**config.mk**
```make
export PLATFORM = sky130hd
export DESIGN_NAME = key_aware_note_speller_flat
export DESIGN_NICKNAME = d
export VERILOG_FILES = /design/src/sv/kans_pkg.sv /design/src/sv/kans_if.sv /design/src/sv/key_aware_note_speller.sv /design/src/flat_wrapper.sv
export SDC_FILE = /design/constraint.sdc
export NUM_CORES = 1
export LEC_CHECK = 0
export BUFFER_PORTS_ARGS = -buffer_cell sky130_fd_sc_hd__clkbuf_2
export CAP_MARGIN = 20
export CORE_ASPECT_RATIO = 1.5
export CORE_MARGIN = 1.5
export CORE_UTILIZATION = 45
export DETAILED_ROUTE_END_ITERATION = 12
export PLACE_DENSITY_LB_ADDON = 0.12
export SETUP_SLACK_MARGIN = 0.1
export SLEW_MARGIN = 5
export SYNTH_ARGS = -nofsm -noshare
export SYNTH_HDL_FRONTEND = slang
export SYNTH_SLANG_ARGS = --single-unit
```
**constraint.sdc**
```tcl
create_clock -name clk -period 14.75 [get_ports clk]
set_input_delay 0.7375 -clock clk [delete_from_list [all_inputs] [get_ports clk]]
set_output_delay 0.7375 -clock clk [all_outputs]
set_load 0.02 [all_outputs]
```
**src/sv/kans_pkg.sv**
```systemverilog
`timescale 1ns / 1ps
// Shared constants, types and a helper function of the key-aware note speller.
package kans_pkg;

  localparam int NUM_SCALES   = 14;
  localparam int NUM_LETTERS  = 7;
  localparam int CFG_IDX_W    = 4;
  localparam int CFG_DATA_W   = 4;
  localparam int COST_W       = 6;

  localparam logic [CFG_IDX_W-1:0] REG_ROOT  = 4'd0;
  localparam logic [CFG_IDX_W-1:0] REG_SCALE = 4'd1;

  localparam logic [3:0] SCALE_CHROMATIC = 4'd13;

  localparam logic [COST_W-1:0] COST_STEP   = 6'd10;
  localparam logic [COST_W-1:0] COST_DOUBLE = 6'd20;
  localparam logic [COST_W-1:0] COST_NONE   = 6'd63;

  typedef logic [COST_W-1:0] cost_t;
  typedef logic signed [2:0] alter_t;
  typedef logic signed [1:0] small_t;
  typedef logic signed [3:0] keysig_t;

  localparam logic [11:0] SCALE_MASK [NUM_SCALES] = '{
    12'hAB5, 12'h5AD, 12'h9AD, 12'hAAD, 12'h6AD, 12'h5AB, 12'hAD5,
    12'h6B5, 12'h56B, 12'h295, 12'h4A9, 12'h4E9, 12'h555, 12'hFFF
  };

  localparam logic [3:0] REL_MAJOR_OFFSET [NUM_SCALES] = '{
    4'd0, 4'd3, 4'd3, 4'd3, 4'd10, 4'd8, 4'd7, 4'd5, 4'd1, 4'd0, 4'd3, 4'd3, 4'd0, 4'd0
  };

  localparam keysig_t KEY_SIG_OF_MAJOR [12] = '{
    4'sd0, -4'sd5, 4'sd2, -4'sd3, 4'sd4, -4'sd1, 4'sd6, 4'sd1, -4'sd4, 4'sd3, -4'sd2, 4'sd5
  };

  localparam logic [3:0] LETTER_PC [NUM_LETTERS] = '{
    4'd0, 4'd2, 4'd4, 4'd5, 4'd7, 4'd9, 4'd11
  };

  localparam logic [2:0] SHARP_SEQ [NUM_LETTERS] = '{
    3'd3, 3'd0, 3'd4, 3'd1, 3'd5, 3'd2, 3'd6
  };

  localparam logic [2:0] FLAT_SEQ [NUM_LETTERS] = '{
    3'd6, 3'd2, 3'd5, 3'd1, 3'd4, 3'd0, 3'd3
  };

  // Key alteration of one letter under a key signature.
  function automatic small_t key_alter(input logic [2:0] letter, input keysig_t ks);
    logic [3:0] mag;
    small_t r;
    mag = ks[3] ? 4'(-ks) : 4'(ks);
    r = 2'sd0;
    for (int i = 0; i < NUM_LETTERS; i++) begin
      if (4'(i) < mag) begin
        if (!ks[3] && SHARP_SEQ[i] == letter) begin
          r = 2'sd1;
        end
        if (ks[3] && FLAT_SEQ[i] == letter) begin
          r = -2'sd1;
        end
      end
    end
    return r;
  endfunction

endpackage

```
**src/sv/kans_if.sv**
```systemverilog
`timescale 1ns / 1ps
// Request channels of the note speller: note requests in, spelled results out.
interface kans_in_if;
  logic       valid;
  logic       ready;
  logic [6:0] midi_note;

  modport source (output valid, midi_note, input ready);
  modport sink (input valid, midi_note, output ready);
  modport monitor (input valid, ready, midi_note);
endinterface

interface kans_out_if;
  logic              valid;
  logic              ready;
  logic [2:0]        letter;
  logic signed [2:0] alteration;
  logic signed [4:0] octave_number;
  logic              needs_accidental;
  logic              in_scale;
  logic [3:0]        interval_from_root;
  logic [3:0]        degree_code;

  modport source (output valid, letter, alteration, octave_number, needs_accidental,
                  in_scale, interval_from_root, degree_code, input ready);
  modport sink (input valid, letter, alteration, octave_number, needs_accidental,
                in_scale, interval_from_root, degree_code, output ready);
  modport monitor (input valid, ready, letter, alteration, octave_number, needs_accidental,
                   in_scale, interval_from_root, degree_code);
endinterface

```
**src/sv/key_aware_note_speller.sv**
```systemverilog
`timescale 1ns / 1ps
// Top level of the key-aware note speller: a three-stage spelling pipeline.
//
// Spells one MIDI note per request in the key set by the root and scale registers and
// classifies it against that scale. The pipeline has three register stages (note split
// and key lookup, per-letter scoring, best-letter pick into the output register), and
// one request is taken every cycle unless all stages are full and the result stalls.
// Each stage holds its request while the next one is full and stalled, so backpressure
// on the result channel reaches the note channel only when all stages are occupied.
// The user must write registers only with no request in flight, unchecked by the block.
module key_aware_note_speller (
  input  logic                                  clk,
  input  logic                                  rst,
  input  logic                                  cfg_write_en,
  input  logic [kans_pkg::CFG_IDX_W-1:0]        cfg_index,
  input  logic [kans_pkg::CFG_DATA_W-1:0]       cfg_data,
  kans_in_if.sink                               note_in,
  kans_out_if.source                            note_out
);

  logic [3:0] root_pitch_class;
  logic [3:0] scale_type;

  logic v1, v2, v3;
  logic rdy1, rdy2, rdy3;

  // Stage 1 registers.
  logic [3:0]            s1_pc;
  logic [3:0]            s1_oct;
  logic [3:0]            s1_interval;
  logic [11:0]           s1_mask;
  kans_pkg::keysig_t     s1_ks;

  // Stage 2 registers.
  kans_pkg::cost_t       s2_cost [kans_pkg::NUM_LETTERS];
  kans_pkg::alter_t      s2_need [kans_pkg::NUM_LETTERS];
  kans_pkg::small_t      s2_wrap [kans_pkg::NUM_LETTERS];
  kans_pkg::small_t      s2_ka   [kans_pkg::NUM_LETTERS];
  logic [3:0]            s2_oct;
  logic [3:0]            s2_interval;
  logic                  s2_member;
  logic [3:0]            s2_degree;

  // Stage 1 logic.
  logic [12:0]           mul43;
  logic [3:0]            quot;
  logic [6:0]            pc_full;
  logic [3:0]            root_m;
  logic [3:0]            st_s;
  logic signed [4:0]     pc_diff;
  logic [4:0]            interval_w;
  logic [4:0]            ks_sum;
  logic [3:0]            ks_idx;

  always_comb begin
    mul43      = 13'(note_in.midi_note) * 13'd43;
    quot       = mul43[12:9];
    pc_full    = note_in.midi_note - 7'(quot) * 7'd12;
    root_m     = (root_pitch_class >= 4'd12) ? root_pitch_class - 4'd12 : root_pitch_class;
    st_s       = (scale_type > kans_pkg::SCALE_CHROMATIC) ? kans_pkg::SCALE_CHROMATIC
                                                           : scale_type;
    pc_diff    = $signed({1'b0, pc_full[3:0]}) - $signed({1'b0, root_m});
    interval_w = pc_diff[4] ? 5'(pc_diff + 5'sd12) : 5'(pc_diff);
    ks_sum     = 5'(root_m) + 5'(kans_pkg::REL_MAJOR_OFFSET[st_s]);
    ks_idx     = (ks_sum >= 5'd12) ? 4'(ks_sum - 5'd12) : ks_sum[3:0];
  end

  // Stage 2 logic.
  kans_pkg::cost_t   cost_c [kans_pkg::NUM_LETTERS];
  kans_pkg::alter_t  need_c [kans_pkg::NUM_LETTERS];
  kans_pkg::small_t  wrap_c [kans_pkg::NUM_LETTERS];
  kans_pkg::small_t  ka_c   [kans_pkg::NUM_LETTERS];
  logic              member_c;
  logic [3:0]        degree_c;

  always_comb begin
    logic signed [4:0] d;
    logic signed [4:0] n;
    logic signed [3:0] dd;
    logic [2:0]        nmag;
    logic [2:0]        dmag;
    kans_pkg::cost_t   c;
    for (int l = 0; l < kans_pkg::NUM_LETTERS; l++) begin
      d = $signed({1'b0, s1_pc}) - $signed({1'b0, kans_pkg::LETTER_PC[l]});
      if (d > 5'sd6) begin
        n = d - 5'sd12;
        wrap_c[l] = 2'sd1;
      end else if (d < -5'sd6) begin
        n = d + 5'sd12;
        wrap_c[l] = -2'sd1;
      end else begin
        n = d;
        wrap_c[l] = 2'sd0;
      end
      ka_c[l]   = kans_pkg::key_alter(3'(l), s1_ks);
      need_c[l] = n[2:0];
      nmag      = n[4] ? 3'(-n) : n[2:0];
      dd        = 4'(n) - 4'(ka_c[l]);
      dmag      = dd[3] ? 3'(-dd) : dd[2:0];
      c         = 6'(dmag) * kans_pkg::COST_STEP + 6'(nmag);
      if (nmag == 3'd2) begin
        c = c + kans_pkg::COST_DOUBLE;
      end
      if (nmag != 3'd0 && (n[4] != s1_ks[3])) begin
        c = c + 6'd1;
      end
      cost_c[l] = (nmag > 3'd2) ? kans_pkg::COST_NONE : c;
    end
    member_c = s1_mask[s1_interval];
    if (!member_c) begin
      degree_c = 4'd0;
    end else if (s1_interval == 4'd6 && !s1_mask[5]) begin
      degree_c = 4'd12;
    end else begin
      degree_c = s1_interval;
    end
  end

  // Stage 3 logic: first lowest cost wins.
  logic [2:0] best_c;

  always_comb begin
    kans_pkg::cost_t best_cost;
    best_c    = 3'd0;
    best_cost = s2_cost[0];
    for (int l = 1; l < kans_pkg::NUM_LETTERS; l++) begin
      if (s2_cost[l] < best_cost) begin
        best_cost = s2_cost[l];
        best_c    = 3'(l);
      end
    end
  end

  assign rdy3 = !v3 || note_out.ready;
  assign rdy2 = !v2 || rdy3;
  assign rdy1 = !v1 || rdy2;
  assign note_in.ready  = rdy1;
  assign note_out.valid = v3;

  always_ff @(posedge clk) begin
    if (rst) begin
      root_pitch_class <= '0;
      scale_type       <= '0;
      v1               <= 1'b0;
      v2               <= 1'b0;
      v3               <= 1'b0;
    end else begin
      if (cfg_write_en && cfg_index == kans_pkg::REG_ROOT) begin
        root_pitch_class <= cfg_data;
      end
      if (cfg_write_en && cfg_index == kans_pkg::REG_SCALE) begin
        scale_type <= cfg_data;
      end
      if (rdy1) begin
        v1 <= note_in.valid;
      end
      if (rdy2) begin
        v2 <= v1;
      end
      if (rdy3) begin
        v3 <= v2;
      end
    end
  end

  always_ff @(posedge clk) begin
    if (rdy1 && note_in.valid) begin
      s1_pc       <= pc_full[3:0];
      s1_oct      <= quot;
      s1_interval <= interval_w[3:0];
      s1_mask     <= kans_pkg::SCALE_MASK[st_s];
      s1_ks       <= kans_pkg::KEY_SIG_OF_MAJOR[ks_idx];
    end
    if (rdy2 && v1) begin
      s2_cost     <= cost_c;
      s2_need     <= need_c;
      s2_wrap     <= wrap_c;
      s2_ka       <= ka_c;
      s2_oct      <= s1_oct;
      s2_interval <= s1_interval;
      s2_member   <= member_c;
      s2_degree   <= degree_c;
    end
    if (rdy3 && v2) begin
      note_out.letter             <= best_c;
      note_out.alteration         <= s2_need[best_c];
      note_out.octave_number      <= $signed({1'b0, s2_oct}) - 5'sd1
                                     + 5'(s2_wrap[best_c]);
      note_out.needs_accidental   <= (s2_need[best_c] != 3'(s2_ka[best_c]));
      note_out.in_scale           <= s2_member;
      note_out.interval_from_root <= s2_interval;
      note_out.degree_code        <= s2_degree;
    end
  end

endmodule

```
**src/flat_wrapper.sv**
```systemverilog
// flat-port wrapper written by rule: the top's interface ports become plain ports
module key_aware_note_speller_flat 
  (clk, rst, cfg_write_en, cfg_index, cfg_data, note_in_valid, note_in_midi_note, note_in_ready, note_out_valid, note_out_letter, note_out_alteration, note_out_octave_number, note_out_needs_accidental, note_out_in_scale, note_out_interval_from_root, note_out_degree_code, note_out_ready);
  kans_in_if note_in_i ();
  kans_out_if note_out_i ();
  input  logic clk;
  input  logic rst;
  input  logic cfg_write_en;
  input  logic [kans_pkg::CFG_IDX_W-1:0] cfg_index;
  input  logic [kans_pkg::CFG_DATA_W-1:0] cfg_data;
  input wire logic [$bits(note_in_i.valid)-1:0] note_in_valid;
  input wire logic [$bits(note_in_i.midi_note)-1:0] note_in_midi_note;
  output wire logic [$bits(note_in_i.ready)-1:0] note_in_ready;
  output wire logic [$bits(note_out_i.valid)-1:0] note_out_valid;
  output wire logic [$bits(note_out_i.letter)-1:0] note_out_letter;
  output wire logic [$bits(note_out_i.alteration)-1:0] note_out_alteration;
  output wire logic [$bits(note_out_i.octave_number)-1:0] note_out_octave_number;
  output wire logic [$bits(note_out_i.needs_accidental)-1:0] note_out_needs_accidental;
  output wire logic [$bits(note_out_i.in_scale)-1:0] note_out_in_scale;
  output wire logic [$bits(note_out_i.interval_from_root)-1:0] note_out_interval_from_root;
  output wire logic [$bits(note_out_i.degree_code)-1:0] note_out_degree_code;
  input wire logic [$bits(note_out_i.ready)-1:0] note_out_ready;
  assign note_in_i.valid = note_in_valid;
  assign note_in_i.midi_note = note_in_midi_note;
  assign note_in_ready = note_in_i.ready;
  assign note_out_valid = note_out_i.valid;
  assign note_out_letter = note_out_i.letter;
  assign note_out_alteration = note_out_i.alteration;
  assign note_out_octave_number = note_out_i.octave_number;
  assign note_out_needs_accidental = note_out_i.needs_accidental;
  assign note_out_in_scale = note_out_i.in_scale;
  assign note_out_interval_from_root = note_out_i.interval_from_root;
  assign note_out_degree_code = note_out_i.degree_code;
  assign note_out_i.ready = note_out_ready;
  key_aware_note_speller u_core (.clk(clk), .rst(rst), .cfg_write_en(cfg_write_en), .cfg_index(cfg_index), .cfg_data(cfg_data), .note_in(note_in_i), .note_out(note_out_i));
endmodule
```
[Word-level counts from Yosys, hierarchy flattened]
Memory sizes are Yosys's and may differ from the RTL's. A register that Yosys moved wholly into a read port is not among the register bits.
Cells that the tools add are included.
Operators by class
  $add $sub $neg: 71
  multipliers: 9
  $lt $le $gt $ge: 40
  equality and inequality tests: 17
  mux-type cells: 101
  bitwise logic cells: 4
  reductions and logical operators: 30
Operators with widths (count)
  $mux W6: 19
  $mux W5: 14
  $mux W2: 34
  $mux W3: 19
  $add A6 B1 Y6 const B: 7
  $add A6 B3 Y6: 7
  $add A6 B5 Y6 const B: 7
  $neg A3 Y3: 14
  $lt A6 B6 Y1: 6
  $lt A5 B4 Y1 const B: 7
  $mul A3 B3 Y5 const B: 7
  $mux W4: 8
  $add A5 B5 Y5 const B: 6
  $gt A5 B4 Y1 const B: 6
  $sub A5 B5 Y5 const B: 6
  $sub A4 B2 Y4: 7
  $eq A3 B2 Y1 const B: 7
  $gt A3 B2 Y1 const B: 7
  $reduce_bool A3 Y1: 7
  $sub A4 B3 Y5 const B: 3
  $sub A4 B4 Y5 const B: 3
  $logic_and A1 B1 Y1: 13
  $mul A7 B6 Y13 const B: 1
  $bmux W2 S3: 2
  35 further kinds: 55
Word-level totals
  bits in registers: 148
  bits in read-only memories: 320
  logic and storage cells: 323
  memories kept: 3
Memory list
  (name not given): words 16, width 12, rd ports 1, clocked after memory_dff 1, wr ports 0, RTL line key_aware_note_speller.sv:171  | s1_mask <= kans_pkg::SCALE_MASK[st_s];
  (name not given): words 16, width 4, rd ports 1, clocked after memory_dff 1, wr ports 0, RTL line key_aware_note_speller.sv:172  | s1_ks <= kans_pkg::KEY_SIG_OF_MAJOR[ks_idx];
  (name not given): words 16, width 4, rd ports 1, clocked after memory_dff 0, wr ports 0, RTL line key_aware_note_speller.sv:64  | ks_sum = 5'(root_m) + 5'(kans_pkg::REL_MAJOR_OFFSET[st_s]);

[Logic depth before layout (Yosys ltp)]
Gate-level depths: netlist of the first run.
  depth in word-level cells: 17
  mapped depth: 62
  depth with buffers taken out: 58

[Worst setup path after synthesis of the first run]
No wires, ideal clock.
  path type: register to register
  start: reg u_core.s2_cost[34] (netlist bit)
  end: reg u_core.note_out.octave_number[2], data pin
  library setup time: 0.250 ns
  arrival time: 11.202 ns
  data required time: 14.500 ns
  path slack: 3.297 ns
  stages on the path, launching flop included: 60
  buffers on the path: 4
  period minus slack after synthesis: 11.453 ns
  cell sequence: edfxtp_1 ha_1 nand2_2 o21ai_4 a21oi_4 buf_4 nor2_1 a21oi_1 ha_1 nand2_1 a2111oi_4 a211oi_2 o21ai_1 clkbuf_1 nor2_1 a21oi_1 inv_1 ha_1 [24 not listed] mux2_2 ha_1 a21o_1 a21o_1 a21o_1 a21oi_1 o21ai_4 buf_2 a21boi_0 o21ai_0 o311ai_0 a31oi_1 ha_1 inv_1 ha_1 inv_1 fa_1 inv_1
Between the ends
  word-level cells in the longest chain between the ends: 17
  elaborated cells between the ends (all ways): 22
  those cells by class: add/sub: 1; order compare: 6; mux: 14; bitwise: 1
Ends and longest elaborated chain
  start, declared: RTL line key_aware_note_speller.sv:35  | kans_pkg::cost_t s2_cost [kans_pkg::NUM_LETTERS];
  start signal, assigned: RTL line key_aware_note_speller.sv:175  | s2_cost <= cost_c;
  $lt A6 B6 Y1: RTL line key_aware_note_speller.sv:127  | if (s2_cost[l] < best_cost) begin
  $mux W6: RTL line key_aware_note_speller.sv:127
  $lt A6 B6 Y1: RTL line key_aware_note_speller.sv:127
  $mux W6: RTL line key_aware_note_speller.sv:127
  $lt A6 B6 Y1: RTL line key_aware_note_speller.sv:127
  $mux W6: RTL line key_aware_note_speller.sv:127
  $lt A6 B6 Y1: RTL line key_aware_note_speller.sv:127
  $mux W6: RTL line key_aware_note_speller.sv:127
  $lt A6 B6 Y1: RTL line key_aware_note_speller.sv:127
  $mux W6: RTL line key_aware_note_speller.sv:127
  $lt A6 B6 Y1: RTL line key_aware_note_speller.sv:127
  $mux W3 (*): RTL line key_aware_note_speller.sv:127
  $not A3 Y4 (implied by the code) (*): RTL line key_aware_note_speller.sv:188  | + 5'(s2_wrap[best_c]);
  $bmux W2 S3 (*): RTL line key_aware_note_speller.sv:188
  $mux W2 (implied by the code) (*) (2 in a row): RTL line key_aware_note_speller.sv:188
  $add A5 B2 Y5 (*): RTL line key_aware_note_speller.sv:188
  end signal, assigned: RTL line key_aware_note_speller.sv:187  | note_out.octave_number <= $signed({1'b0, s2_oct}) - 5'sd1
  end, declared: RTL line kans_if.sv:24  | modport source (output valid, letter, alteration, octave_number, needs_accidental,
Mark *: on every way between the ends. The rest lies on a longest branch, timed or not. The select of a mux whose other input is x is not followed.
A chain may end at the register's enable or synchronous reset.

[Worst setup path after layout of the first run]
  start: reg u_core.s2_cost[35] (netlist bit)
  end: reg u_core.note_out.octave_number[4], data pin
The elaborated chain is that of the path after synthesis.

==> results.sh, run 1 <==
export IMPL_grt_usage_pct=20.22
export IMPL_finalSetupTns_ps=0
export IMPL_synthTopCellsByArea="edfxtp_1 (31%), ha_1 (17%), xnor2_1 (7.5%)"
export IMPL_outcome="finished, final reports clean"
export IMPL_relSlewSlack_pct=25.92
export IMPL_insertion_delay_ps=450
export IMPL_synth_top_area_cell="edfxtp_1"
export IMPL_cts_buffer_depth=2
export IMPL_holdPathEnd="u_core.note_out.in_scale$_DFFE_PP_"
export IMPL_synthTopCellsByCount="ha_1 (185), edfxtp_1 (142), inv_1 (136)"
export IMPL_synth_seq_cells=153
export IMPL_drc=0
export IMPL_core_area_mm2=0.03006
export IMPL_gp_congestion=0.8825
export IMPL_start_kind="flip-flop"
export IMPL_rr_startpoint="u_core.s2_cost[35]$_SDFFCE_PN1P_"
export IMPL_tightest_slew_ps=1100
export IMPL_ctsHoldBuffers=0
export IMPL_yosysSeqAreaShare_pct=32.75
export IMPL_period_needed_ps=13300
export IMPL_dp_hpwl_um=24800
export IMPL_synth_top_cell_area_share_pct=31.14
export IMPL_cp_required_ps=14940
export IMPL_cts_setup_buffers=0
export IMPL_synthesis_area_mm2=0.01369
export IMPL_cts_made_buffers=17
export IMPL_syn_instance_count=1427
export IMPL_fin_nets=1696
export IMPL_critPathCaptureType="flip-flop"
export IMPL_floorplan_die_width_um=145.4
export IMPL_path_max_fanout=17
export IMPL_worst_path_largest_cell_delay_ps=660
export IMPL_max_freq_mhz=75.17
export IMPL_regToRegEndpoint="u_core.note_out.octave_number[4]$_DFFE_PP_"
export IMPL_synth_avg_cell_area_um2=9.596
export IMPL_cts_root_buffer="clkbuf_16"
export IMPL_min_path_cells=0
export IMPL_rows=78
export IMPL_dr_pass1_iters=7
export IMPL_skew_ps=12.54
export IMPL_critPathKind="reg2reg"
export IMPL_synth_edf_count=142
export IMPL_chipHeight_um=216.6
export IMPL_cts_tree="yes"
export IMPL_cp_slowest_cell="o21ai_1"
export IMPL_grt_pass1_vias=9880
export IMPL_cts_sink_count=153
export IMPL_grt_first_pass_wirelength_um=49910
export IMPL_die_area_mm2=0.03151
export IMPL_vias=9973
export IMPL_ys_flop_type="edfxtp_1"
export IMPL_synthDistinctLibCells=91
export IMPL_routed_wl_um=30920
export IMPL_maxSlewViolCount=0
export IMPL_yosysMostFrequentCell="ha_1"
export IMPL_antenna_cells=0
export IMPL_finalSetupViolCount=0
export IMPL_path_clk_slew_ps=70
export IMPL_antenna_found_initial=0
export IMPL_ant_nets=0
export IMPL_cts_resized=0
export IMPL_ys_warnings_count=0
export IMPL_area_delta_synth_final_pct=8.854
export IMPL_hold_viol_final=0
export IMPL_syn_nets=1655
export IMPL_grt_overflow=0
export IMPL_detail_route_wl_per_cell_um=16.44
export IMPL_port_buffers=42
export IMPL_r2r_slack_ps=1450
export IMPL_viasPerCell=5.302
export IMPL_hold_path_class="reg2reg"
export IMPL_worstHoldStart="u_core.s2_member$_DFFE_PP_"
export IMPL_arrival_ps=13490
export IMPL_crit_top_cell="ha_1"
export IMPL_async_reset_ff_share_pct=0
export IMPL_min_period_over_period_pct=90.19
export IMPL_htree_levels=4
export IMPL_io_pins=43
export IMPL_rsz0062_at_grt="no"
export IMPL_grt_max_degree=59
export IMPL_drive_gt1_share_pct=8.373
export IMPL_drtIter0Drc=412
export IMPL_drv_cap=0
export IMPL_rr_worst_depth=54
export IMPL_initial_utilization_pct=45.55
[per-layer routing]
metal / GRT usage, % / share of wire [%] / vias to the layer above
met3: 3.242 / 2.3 / 59
li1: - / - / 5098
met1: 20.91 / 39 / 4691
met4: 9.048 / 3.7 / 0
met2: 39.48 / 55 / 125
met5: 0 / 0 / -
[state kept, by name, indices dropped and copies added, names as in the netlist, 5 cells and up]
name and count:
u_core.s2_cost 42, u_core.s2_ka 14, u_core.s2_need 13, u_core.s2_wrap 12, u_core.s1_mask 11, u_core.note_out.octave_number 5
[area by class of cell]
type                       count  area (um^2)
sequential                   153         4484
fill                        2898        15150
clock inverter                14        116.4
tap                          400        500.5
multi-input combinational   1106         8576
inverter                     139        521.8
clock buffer                  18        429.2
timing repair buffer          51        277.8
[worst max path at each step]
stage / start / cells after the start / endpoint
floorplan: u_core.s2_cost[34]$_SDFFCE_PN1P_ / 59 / u_core.note_out.octave_number[2]$_DFFE_PP_
CTS: u_core.s2_cost[35]$_SDFFCE_PN1P_ / 54 / u_core.note_out.octave_number[4]$_DFFE_PP_
detailed placement: u_core.s2_cost[35]$_SDFFCE_PN1P_ / 54 / u_core.note_out.octave_number[4]$_DFFE_PP_
global route: u_core.s2_cost[35]$_SDFFCE_PN1P_ / 55 / u_core.note_out.octave_number[2]$_DFFE_PP_
global placement: u_core.s2_cost[35]$_SDFFCE_PN1P_ / 57 / u_core.note_out.octave_number[2]$_DFFE_PP_
finish: u_core.s2_cost[35]$_SDFFCE_PN1P_ / 54 / u_core.note_out.octave_number[4]$_DFFE_PP_
[cells by family after synthesis]
kind of cell / share of synthesized area, %
AO/OA/AOI/OAI: 14.77
XOR/XNOR: 10.30
adder cells (fa/ha/maj): 20.34
buffers and inverters: 4.770
flip-flops: 32.75
multiplexers: 4.422
AND/OR/NAND/NOR: 12.66
[placed cells by master, fill, tap and decap left out, types with 13 or more instances in the layout]
cell type and instances:
mux2i_1 38, o22ai_1 13, nor3_1 16, ha_1 185
nand2b_1 16, fa_1 23, nand3_1 32, edfxtp_1 142
nor2_1 108, xnor2_1 117, a21oi_1 112, clkbuf_16 17
o21ai_0 46, nand2_1 135, clkbuf_2 42, a21o_1 21
xor2_1 44, inv_1 136, nor2b_1 23
[critical path: cells and delay by family (launching register included)]
kind	cells	cell delay, ps
XOR/XNOR	1	80
multiplexers	4	1250
adder cells (fa/ha/maj)	9	2560
AO/OA/AOI/OAI	31	7360
buffers and inverters	3	160
AND/OR/NAND/NOR	6	1210
flip-flops	1	390
[metrics by stage]
| stage | hold slack (ps) | area (um^2) | instances | utilization [%] | setup WS [ps] |
|---|---|---|---|---|---|
| floorplan | 400.3 | 13690 | 1427 | - | 3297 |
| global placement | 400.9 | 14360 | 1849 | 47.77 | 1859 |
| detailed placement | 404.5 | 14360 | 1849 | 47.77 | 1447 |
| CTS | 421.1 | 14910 | 1881 | 49.59 | 1405 |
| global route | 426.6 | 14910 | 1881 | 49.59 | 354.7 |
| finish | 420.3 | 14910 | 1881 | 49.59 | 1448 |
Power of run 1 is left out: the tool's default activity adds up to more than one toggle a clock period on the data nets, which glitch-free logic cannot reach.
==> run 2, diff against run 1 <==
--- a/config.mk
+++ b/config.mk
@@ -5,14 +5,18 @@
 export SDC_FILE = /design/constraint.sdc
 export NUM_CORES = 1
 export LEC_CHECK = 0
+export ABC_AREA = 0
 export BUFFER_PORTS_ARGS = -buffer_cell sky130_fd_sc_hd__clkbuf_2
 export CAP_MARGIN = 20
+export CELL_PAD_IN_SITES_DETAIL_PLACEMENT = 0
+export CELL_PAD_IN_SITES_GLOBAL_PLACEMENT = 1
 export CORE_ASPECT_RATIO = 1.5
 export CORE_MARGIN = 1.5
 export CORE_UTILIZATION = 45
 export DETAILED_ROUTE_END_ITERATION = 12
 export PLACE_DENSITY_LB_ADDON = 0.12
 export SETUP_SLACK_MARGIN = 0.1
+export SKIP_LAST_GASP = 1
 export SLEW_MARGIN = 5
 export SYNTH_ARGS = -nofsm -noshare
 export SYNTH_HDL_FRONTEND = slang
==> run 2 against run 1 <==
Core utilization is 0.47 points higher; routed wire length up 2.6%; clock-buffer cell count shrank 1; non-clock buffer count grew 1; maximum frequency grew 0.97%; largest cell class unchanged; highest routed layer unchanged.
==> results.sh, run 2 (same netlist as run 1, synthesis figures left out) <==
export IMPL_outcome="finished, final reports clean"
export IMPL_cts_setup_buffers=0
export IMPL_largest_reg_flops=42
export IMPL_finalSetupTns_ps=0
export IMPL_cts_tree="yes"
export IMPL_largest_register="u_core.s2_cost"
export IMPL_drc=0
export IMPL_area_delta_synth_final_pct=9.878
export IMPL_rr_startpoint="u_core.s2_cost[35]$_SDFFCE_PN1P_"
export IMPL_maxSlewViolCount=0
export IMPL_skew_ps=9.812
export IMPL_rsz0062_at_grt="no"
export IMPL_drv_cap=0
export IMPL_cts_resized=0
export IMPL_ant_nets=0
export IMPL_viasPerCell=5.372
export IMPL_worstHoldStart="u_core.s1_oct[1]$_DFFE_PP_"
export IMPL_relSlewSlack_pct=25.30
export IMPL_grt_max_degree=61
export IMPL_insertion_delay_ps=440
export IMPL_grt_pass1_vias=10190
export IMPL_r2r_slack_ps=1580
export IMPL_final_cell_mix="ha_1 (185), edfxtp_1 (142), inv_1 (136)"
export IMPL_path_clk_slew_ps=70
export IMPL_htree_levels=4
export IMPL_startpoint="u_core.s2_cost[35]$_SDFFCE_PN1P_"
export IMPL_hold_path_class="reg2reg"
export IMPL_path_max_fanout=17
export IMPL_arrival_ps=13490
export IMPL_tightest_slew_ps=1109
export IMPL_grt_overflow=0
export IMPL_dp_hpwl_um=25500
export IMPL_critPathCaptureType="flip-flop"
export IMPL_crit_top_cell="ha_1"
export IMPL_holdPathEnd="u_core.s2_oct[1]$_DFFE_PP_"
export IMPL_core_area_mm2=0.03006
export IMPL_finalSetupViolCount=0
export IMPL_max_freq_mhz=75.90
export IMPL_period_needed_ps=13170
export IMPL_chipHeight_um=216.6
export IMPL_layout_commonest_cell="ha_1"
export IMPL_top_regs="u_core.s2_cost (42), u_core.s2_ka (14), u_core.s2_need (13)"
export IMPL_cp_required_ps=15070
export IMPL_routed_wl_um=31730
export IMPL_crit_buf_inv=5
export IMPL_min_period_over_period_pct=89.32
export IMPL_cts_root_buffer="clkbuf_16"
export IMPL_antenna_found_initial=0
export IMPL_grt_usage_pct=20.81
export IMPL_min_path_cells=0
export IMPL_cts_buffer_depth=2
export IMPL_critPathKind="reg2reg"
export IMPL_cts_sink_count=153
export IMPL_cts_made_buffers=17
export IMPL_initial_utilization_pct=45.55
export IMPL_drive_gt1_share_pct=8.570
export IMPL_floorplan_die_width_um=145.4
export IMPL_die_area_mm2=0.03151
export IMPL_hold_viol_final=0
export IMPL_detail_route_wl_per_cell_um=16.85
export IMPL_utilization_pct=50.05
export IMPL_rows=78
export IMPL_grt_first_pass_wirelength_um=51470
export IMPL_dr_pass1_iters=5
export IMPL_gp_congestion=0.8600
export IMPL_start_kind="flip-flop"
export IMPL_drtIter0Drc=349
export IMPL_io_pins=43
export IMPL_critical_path_top_delay_family="compound AO/OA/AOI/OAI gates"
export IMPL_port_buffers=42
export IMPL_vias=10120
export IMPL_cp_slowest_cell="o21ai_1"
export IMPL_regToRegEndpoint="u_core.note_out.octave_number[2]$_DFFE_PP_"
export IMPL_worst_path_largest_cell_delay_ps=640
export IMPL_ctsHoldBuffers=0
export IMPL_rr_worst_depth=54
export IMPL_fin_nets=1697
-- run 2: cell types whose count changed in the layout (fill, tap and decap cells not counted), moves of 2 or more --
cell / change
bufinv_16: +5
clkinv_4: -4
inv_8: +2
clkinv_2: -2
inv_6: +2
-- run 2: how the worst max path moves through the flow --
stage                                                 endpoint  cells past startpoint
floorplan           u_core.note_out.octave_number[2]$_DFFE_PP_                     59
global placement    u_core.note_out.octave_number[2]$_DFFE_PP_                     54
detailed placement  u_core.note_out.octave_number[2]$_DFFE_PP_                     54
CTS                 u_core.note_out.octave_number[2]$_DFFE_PP_                     54
global route        u_core.note_out.octave_number[2]$_DFFE_PP_                     54
finish              u_core.note_out.octave_number[2]$_DFFE_PP_                     54
-- run 2: layout make-up --
cell class                      instances  area (um^2)
Multi-Input combinational cell       1106         8576
Fill cell                            2906        15010
Timing Repair Buffer                   52        285.3
Clock inverter                         15        250.2
Clock buffer                           17        425.4
Sequential cell                       153         4484
Antenna cell                            1        2.502
Inverter                              139        521.8
Tap cell                              400        500.5
-- run 2: stage by stage --
stage	setup WS (ps)	cells	hold slack [ps]	area, um^2
final	1575	1883	416.8	15050
after global routing	504.3	1882	428.9	15040
after floorplan	3297	1427	400.3	13690
after global placement	1857	1850	402.7	14370
after detailed placement	1588	1850	404.5	14370
after CTS	1522	1882	419.4	15040
-- run 2: per-layer routing --
metal	GRT usage, %	routed length (um)	part of all wire [%]	up-vias
li1	-	-	-	5124
met1	21.60	12410	39	4782
met2	40.70	17350	55	146
met3	2.968	829	2.6	64
met4	9.524	1135	3.6	0
met5	0	0	0	-
Power of run 2 is left out for the same reason.
==> run 3, diff against run 2 <==
--- a/config.mk
+++ b/config.mk
@@ -11,12 +11,11 @@
 export CELL_PAD_IN_SITES_DETAIL_PLACEMENT = 0
 export CELL_PAD_IN_SITES_GLOBAL_PLACEMENT = 1
 export CORE_ASPECT_RATIO = 1.5
-export CORE_MARGIN = 1.5
 export CORE_UTILIZATION = 45
+export CTS_BUF_LIST = sky130_fd_sc_hd__clkbuf_8
 export DETAILED_ROUTE_END_ITERATION = 12
 export PLACE_DENSITY_LB_ADDON = 0.12
 export SETUP_SLACK_MARGIN = 0.1
-export SKIP_LAST_GASP = 1
 export SLEW_MARGIN = 5
 export SYNTH_ARGS = -nofsm -noshare
 export SYNTH_HDL_FRONTEND = slang
==> run 3 against run 2 <==
Non-clock buffer count shrank 1; cell area shrank 2.1%; critical path depth is the same; routed wire length shrank 1.3%; sequential share of layout area grew 0.64 points; die area shrank 1.1%; maximum frequency shrank 0.11%; global-route usage grew 0.61 points; setup slack lost 14 ps; register-to-register slack is essentially flat; highest routed layer unchanged.
==> results.sh, run 3 (same netlist as run 1, synthesis figures left out) <==
export IMPL_arrival_ps=13430
export IMPL_drtIter0Drc=413
export IMPL_fillers=2947
export IMPL_floorplan_die_width_um=144.4
export IMPL_grt_usage_pct=21.42
export IMPL_holdPathEnd="u_core.note_out.interval_from_root[0]$_DFFE_PP_"
export IMPL_routed_wl_um=31310
export IMPL_rsz0062_at_grt="no"
export IMPL_dp_hpwl_um=25270
export IMPL_fin_nets=1696
export IMPL_area_delta_synth_final_pct=7.584
export IMPL_ctsHoldBuffers=0
export IMPL_critPathCaptureType="flip-flop"
export IMPL_antenna_cells=0
export IMPL_finalSetupViolCount=0
export IMPL_cts_sink_count=153
export IMPL_path_max_fanout=17
export IMPL_min_period_over_period_pct=89.41
export IMPL_cts_resized=0
export IMPL_rr_worst_depth=54
export IMPL_drv_cap=0
export IMPL_vias=10020
export IMPL_min_path_cells=0
export IMPL_final_cell_mix="ha_1 (185), edfxtp_1 (142), inv_1 (138)"
export IMPL_viasPerCell=5.343
export IMPL_cts_tree="yes"
export IMPL_insertion_delay_ps=490
export IMPL_period_needed_ps=13190
export IMPL_grt_overflow=0
export IMPL_grt_first_pass_wirelength_um=51100
export IMPL_grt_pass1_vias=10170
export IMPL_outcome="finished, final reports clean"
export IMPL_ant_nets=0
export IMPL_skew_ps=13.03
export IMPL_relSlewSlack_pct=29.46
export IMPL_detail_route_wl_per_cell_um=16.69
export IMPL_path_clk_slew_ps=100
export IMPL_hold_path_class="reg2reg"
export IMPL_die_area_mm2=0.03115
export IMPL_maxSlewViolCount=0
export IMPL_drive_gt1_share_pct=8.373
export IMPL_antenna_found_initial=0
export IMPL_drc=0
export IMPL_io_pins=43
export IMPL_cts_root_buffer="clkbuf_8"
export IMPL_place_area_mm2=0.01435
export IMPL_core_area_mm2=0.02967
export IMPL_hold_viol_final=0
export IMPL_regToRegEndpoint="u_core.note_out.octave_number[4]$_DFFE_PP_"
export IMPL_grt_max_degree=58
export IMPL_hold_ws_ps=422.0
export IMPL_tightest_slew_ps=1047
export IMPL_cts_made_buffers=17
export IMPL_crit_top_cell="ha_1"
export IMPL_cts_setup_buffers=0
export IMPL_top_regs="u_core.s2_cost (42), u_core.s2_ka (14), u_core.s2_need (13)"
export IMPL_critPathKind="reg2reg"
export IMPL_start_kind="flip-flop"
export IMPL_initial_utilization_pct=46.15
export IMPL_cp_required_ps=14990
export IMPL_r2r_slack_ps=1560
export IMPL_htree_levels=4
export IMPL_cp_slowest_cell="o21ai_1"
export IMPL_worst_path_largest_cell_delay_ps=640
export IMPL_cts_buffer_depth=2
export IMPL_finalSetupTns_ps=0
export IMPL_rr_startpoint="u_core.s2_cost[35]$_SDFFCE_PN1P_"
export IMPL_rows=77
export IMPL_max_freq_mhz=75.82
export IMPL_worstHoldStart="u_core.s2_interval[0]$_DFFE_PP_"
export IMPL_layout_commonest_cell="ha_1"
export IMPL_gp_congestion=0.8315
export IMPL_largest_register="u_core.s2_cost"
export IMPL_fin_area_mm2=0.01473
export IMPL_dr_pass1_iters=5
export IMPL_largest_reg_flops=42
export IMPL_port_buffers=42
export IMPL_chipHeight_um=215.6
==> run 3: cell types whose count changed in the layout (fill, tap and decap cells not counted), sizes merged <==
| cell | change |
|---|---|
| clkbuf | +2 |
| clkinv | +2 |
| bufinv | -4 |
| buf | -1 |
| diode | -1 |
==> run 3: worst max-delay path, delay by kind of cell, from the launching register on <==
kind            cells  cell delay [ps]
mux                 4             1230
buf+inv             3              170
flops               1              400
xor+xnor            1               90
simple gates        6             1200
fa+ha+maj           9             2540
compound gates     31             7270
==> run 3: metal layers <==
layer | routed length [um] | global-route usage, % | vias to the layer above
met4 | 816 | 7.474 | 0
met3 | 785 | 2.951 | 47
met5 | 0 | 0 | -
li1 | - | - | 5121
met1 | 12360 | 23.05 | 4713
met2 | 17350 | 41.38 | 142
==> run 3: area by class of cell <==
type                       count  area, um^2  area share (%)
tap                          395       494.2           3.355
multi-input combinational   1106        8576           58.21
timing repair buffer          51       277.8           1.886
clock inverter                13       116.4          0.7899
inverter                     139       521.8           3.542
sequential                   153        4484           30.44
clock buffer                  19       261.5           1.775
==> run 3: stage by stage <==
| step | setup slack [ps] | std cells | util, % |
|---|---|---|---|
| final | 1561 | 1876 | 49.65 |
| after global routing | 359.5 | 1876 | 49.65 |
| after CTS | 1583 | 1876 | 49.65 |
| after detailed placement | 1640 | 1844 | 48.37 |
| after global placement | 1861 | 1844 | 48.37 |
| after floorplan | 3297 | 1427 | - |
==> run 3: worst max path at each step <==
stage / start / endpoint / slack, ps / depth (start not counted)
after global placement: u_core.s2_cost[35]$_SDFFCE_PN1P_ / u_core.note_out.octave_number[2]$_DFFE_PP_ / 1860 / 54
after global routing: u_core.s2_cost[33]$_SDFFCE_PN1P_ / u_core.note_out.octave_number[4]$_DFFE_PP_ / 360 / 54
final: u_core.s2_cost[35]$_SDFFCE_PN1P_ / u_core.note_out.octave_number[4]$_DFFE_PP_ / 1560 / 54
after CTS: u_core.s2_cost[35]$_SDFFCE_PN1P_ / u_core.note_out.octave_number[2]$_DFFE_PP_ / 1580 / 54
after detailed placement: u_core.s2_cost[35]$_SDFFCE_PN1P_ / u_core.note_out.octave_number[4]$_DFFE_PP_ / 1640 / 54
after floorplan: u_core.s2_cost[34]$_SDFFCE_PN1P_ / u_core.note_out.octave_number[2]$_DFFE_PP_ / 3300 / 59
Power of run 3 is left out for the same reason.
